[config.mk]
export PLATFORM = sky130hd
export DESIGN_NAME = bct_fifo
export DESIGN_NICKNAME = d
export VERILOG_FILES = /design/src/rtl/bct_pkg.sv /design/src/rtl/bct_fifo.sv
export SDC_FILE = /design/constraint.sdc
export NUM_CORES = 1
export LEC_CHECK = 0
export BUFFER_PORTS_ARGS = -buffer_cell sky130_fd_sc_hd__buf_2
export CORE_AREA = 4 4 374 376
export CTS_BUF_LIST = sky130_fd_sc_hd__clkbuf_8
export CTS_CLUSTER_SIZE = 30
export DETAILED_ROUTE_END_ITERATION = 8
export DIE_AREA = 0 0 378 380
export SLEW_MARGIN = 40
export SYNTH_ARGS = -nofsm -noshare
export SYNTH_HDL_FRONTEND = slang
export SYNTH_SLANG_ARGS = --single-unit
[constraint.sdc]
create_clock -name aclk -period 26.5 [get_ports aclk]
set_clock_uncertainty 0.05 [all_clocks]
set_input_delay 5.3 -clock aclk [delete_from_list [all_inputs] [get_ports aclk]]
set_output_delay 5.3 -clock aclk [all_outputs]
set_load 0.02 [all_outputs]
[src/rtl/bct_pkg.sv]
`default_nettype none
// ----------------------------------------------------------------------------
// bct_pkg: shared types and constants for the box corner transform
// Matrix entry type, queue entry type, register indexes, saturation and rounding helpers.
// ----------------------------------------------------------------------------
package bct_pkg;

    localparam int unsigned ENTRY_W = 32;   // Q27 entry, clamped to +-2^30

    localparam logic [2:0] REG_TX = 3'd0;
    localparam logic [2:0] REG_TY = 3'd1;
    localparam logic [2:0] REG_TZ = 3'd2;
    localparam logic [2:0] REG_QW = 3'd3;
    localparam logic [2:0] REG_QX = 3'd4;
    localparam logic [2:0] REG_QY = 3'd5;
    localparam logic [2:0] REG_QZ = 3'd6;

    typedef logic signed [ENTRY_W-1:0] entry_t;
    typedef entry_t mat_t [9];

    // one object after the front end: pose matrix, centre, sizes
    typedef struct packed {
        logic signed [31:0] pos_x;
        logic signed [31:0] pos_y;
        logic signed [31:0] pos_z;
        logic        [30:0] size_x;
        logic        [30:0] size_y;
        logic        [30:0] size_z;
        logic signed [ENTRY_W-1:0] m0, m1, m2, m3, m4, m5, m6, m7, m8;
    } obj_t;

    function automatic logic signed [31:0] sat32(input logic signed [63:0] v);
        if (v > 64'sd2147483647) return 32'sh7fffffff;
        if (v < -64'sd2147483648) return 32'sh80000000;
        return v[31:0];
    endfunction

    // round half away from zero, divide by 2^k
    function automatic logic signed [63:0] rnd_shift(input logic signed [63:0] s,
                                                     input int unsigned k);
        logic [63:0] a;
        logic [63:0] h;
        h = 64'd1 << (k - 1);
        a = s[63] ? 64'(-s) : 64'(s);
        a = (a + h) >> k;
        return s[63] ? -$signed(a) : $signed(a);
    endfunction

endpackage
`default_nettype wire

[src/rtl/bct_fifo.sv]
`default_nettype none
// ----------------------------------------------------------------------------
// bct_fifo: two-entry queue between front and back
// Register based; a push into a full queue only comes with a pop.
// ----------------------------------------------------------------------------
module bct_fifo (
    input  wire                 aclk,
    input  wire                 aresetn,
    input  wire                 push,
    input  bct_pkg::obj_t       din,
    output logic                full,
    input  wire                 pop,
    output logic                empty,
    output bct_pkg::obj_t       dout
);
    import bct_pkg::*;

    obj_t mem_reg [2];
    logic rd_reg, wr_reg;
    logic [1:0] cnt_reg;

    assign full  = cnt_reg == 2'd2;
    assign empty = cnt_reg == 2'd0;
    assign dout  = mem_reg[rd_reg];

    always_ff @(posedge aclk) begin
        if (!aresetn) begin
            rd_reg <= 1'b0; wr_reg <= 1'b0; cnt_reg <= '0;
        end else begin
            if (push) wr_reg <= !wr_reg;
            if (pop)  rd_reg <= !rd_reg;
            cnt_reg <= cnt_reg + 2'(push) - 2'(pop);
        end
        if (push) mem_reg[wr_reg] <= din;
    end

    assert property (@(posedge aclk) disable iff (!aresetn) !(push && full && !pop))
        else $error("queue overflow");
    assert property (@(posedge aclk) disable iff (!aresetn) !(pop && empty))
        else $error("queue underflow");
    assert property (@(posedge aclk) disable iff (!aresetn) cnt_reg != 2'd3)
        else $error("queue count out of range");
endmodule
`default_nettype wire

==> implementation parameters <==
Parameter                              Value

Die
  Initial core utilization    25.4%
  X dimension of the die    378 um
  Y dimension of the die    380 um
  Number of rows created at floorplan    136
  Core footprint    137000 sq um
  Overall die area    144000 sq um
  I/O pin total    960

Power
  Internal    2500 uW
  Leakage    0.0164 uW
  Switching power summed over all nets    851 uW
  Sequential power share    53.1%
  Total power density per cell area    75.2 nW/um^2
  Maximum vdd ir drop    0.0529 mV
  Combinational Power Share    12.5%
  Sw Share    25.4%
  Clock share of power    34.4%

Finish
  Cell area after layout    44500 sq um
  Number of flip-flops in the largest register    954
  Synthesis-to-finish area growth    27.8%
  Ratio of cells with drive above 1 in the final layout    61.0%
  # nets final    3076
  Number of inserted filler cells in the final layout    13.4k

Yosys
  Net count after synthesis    1988
  Post-synth EDFFs    954
  Warning count from the yosys run    0
  Synthesized flop and latch total    959
  Post-synthesis sequential area ratio    82.6%
  Post-synth ARST share    0%
  Area share of the largest cell type after synthesis    82.3%
  Ranking of synthesized cells by instance count    sky130_fd_sc_hd__edfxtp_1, sky130_fd_sc_hd__mux2_2, sky130_fd_sc_hd__buf_6, sky130_fd_sc_hd__dfxtp_1
  Cell type with the largest total area after synthesis    sky130_fd_sc_hd__edfxtp_1
  Dominant synthesized flop cell    sky130_fd_sc_hd__edfxtp_1
  Count of unique library cells instantiated by Yosys    13
  Synth Area per Inst    23.1 sq um
  Most instantiated library cell after synthesis    sky130_fd_sc_hd__edfxtp_1
  Most area-consuming cells after synthesis    sky130_fd_sc_hd__edfxtp_1, sky130_fd_sc_hd__mux2_2, sky130_fd_sc_hd__buf_6
  Post-synthesis instance area    34800 sq um
  Synthesized instance count    1505

Route
  DRT Pass-1 Iters    5
  Number of design-rule violations left by the first detailed-router iteration    1240
  Final routed wirelength across all metal layers    97.0 mm
  Via count    18.7k
  Via density per instance    4.12
  Wire length per cell    21.4 um
  Number of remaining DRC errors    0
  Post-route ant nets    0

Worst setup path
  CP Capture Type    primary output
  Critical path peak fanout    60
  Category of the worst setup path launch point    flop
  Worst setup path category    reg -> out
  R2r worst-path depth    5
  Worst setup slack for register-to-register paths    22.16 ns
  Reg2Reg Launch Point    wr_reg
  Data arrival time at the worst-slack endpoint    4.73 ns
  Required time of the critical path    21.15 ns

Clock tree
  CTS buffer count    157
  TritonCTS clock tree    yes
  Post-CTS Setup Inserts    0
  Clock Sinks    959
  Maximum root-to-sink buffer count    3
  Number of hold buffers added after cts    0
  Clock-pin slew on the worst setup and hold paths    0.06 ns
  Worst-Skew Late Latency    0.80 ns
  Buffer type at the clock tree root    sky130_fd_sc_hd__clkbuf_8
  Post-CTS resize count    0
  H-tree depth    4

STA
  Setup-failing EPs final    0
  Setup TNS    0 ns
  Slew at the pin with the worst max-slew slack    0.847 ns
  Setup repair after global routing missed its margin    false
  Period Utilization, post-route    38.0%
  Maximum achievable frequency    99.2 MHz
  Number of pins with negative max-slew slack in the final report    0
  Hold violation count in the final report    0
  Final Worst Setup Slack    16.42 ns
  Crit path time final    10.08 ns
  Worst rel slew slack    43.6%

Place
  Worst slack at placement    16.88 ns
  Routability congestion estimate    0.891
  Port buffer count    959
  Post-DP Area    41600 sq um
  Total half-perimeter wirelength after legalization and detailed placement    70.5 mm

Global route
  Maximum number of pins on one net before global-route repair    143
  Overall global routing resource usage    12.9%
  Wire length of the first global-routing pass    134 mm
  Via count of the first global-routing pass    19.7k
  Antenna violations before repair    44
  Leftover overflow at the end of global routing    0

Min path
  Hold Crit Start    rd_reg
  Number of cells on the worst hold path    2
  Path type of the worst min-delay path    reg -> reg

Outcome
  Result of the run    completed

Flow run
  Reported max-cap violation count    0
-- through the flow --
| step | util, % | hold WS [ns] | instances | power, uW |
|---|---|---|---|---|
| 2_1_floorplan | - | 0.505 | 1505 | 2090 |
| 3_3_place_gp | 30.3 | 0.510 | 4222 | 2220 |
| 3_5_place_dp | 30.4 | 0.515 | 4225 | 2230 |
| 4_1_cts | 32.4 | 0.527 | 4499 | 3400 |
| 5_1_grt | 32.5 | 0.545 | 4518 | 3490 |
| 6_report | 32.5 | 0.521 | 4532 | 3350 |
-- layer usage --
layer | vias to the layer above | global-route usage [%] | routed length, um
met4 | 22 | 5.49 | 3020
met1 | 9290 | 13.9 | 34700
met5 | - | 0 | 134
met3 | 194 | 5.63 | 10200
li1 | 8283 | - | -
met2 | 863 | 21.9 | 48900
-- critical path, stage by stage, from the launching register on --
cell and delay, ns:
sky130_fd_sc_hd__dfxtp_4 0.66, sky130_fd_sc_hd__buf_12 0.28, sky130_fd_sc_hd__buf_4 0.65, sky130_fd_sc_hd__buf_4 0.75
sky130_fd_sc_hd__buf_4 0.70, sky130_fd_sc_hd__mux2_2 0.45, sky130_fd_sc_hd__buf_2 0.17
-- layout make-up --
class / instances / area, sq um / share of cell area, %
diodes: 30 / 75.1 / 0.169
clock inverters: 115 / 589 / 1.32
multi-input cells: 491 / 5500 / 12.4
repair buffers: 982 / 5150 / 11.6
clock buffers: 159 / 2190 / 4.92
inverters: 2 / 7.51 / 0.0169
well taps: 1794 / 2240 / 5.04
flip-flops and latches: 959 / 28800 / 64.6
-- cells in the final DEF (no fill, tap or decap), drive strengths merged --
cell,count
ha,2
buf,982
diode,30
xnor3,1
nor2b,4
xor2,1
bufinv,2
dfxtp,5
nor2,1
clkbuf,159
clkinv,59
clkinvlp,4
inv,52
edfxtp,954
o21a,1
mux2,477
and2,4
-- final timing paths --
| kind | endpoint |
|---|---|
| setup / recovery | dout[76] |
| hold / removal | flop |
| setup reg to reg | mem_reg[1][104] |
| hold reg to reg | flop |
-- power by group through the flow --
stage               clock network [uW]  logic (uW)  registers (uW)
finish                            1150         419            1780
global route                      1270         443            1780
CTS                               1190         423            1780
detailed placement                   0         421            1810
global placement                     0         414            1810
floorplan                            0         258            1830
-- cells by family (layout without fill, tap and decap cells) --
kind of cell    count (synthesis)  after routing  synth area share, %
flops                         959            959                 82.6
mux                           477            477                 15.4
buf+inv                        55           1258                 1.66
simple gates                    9              9                0.154
fa+ha+maj                       2              2               0.0719
xor+xnor                        2              2               0.0898
compound gates                  1              1               0.0216
other cells                     0             30                    0
No activity file was read; power rests on OpenSTA's default activity.
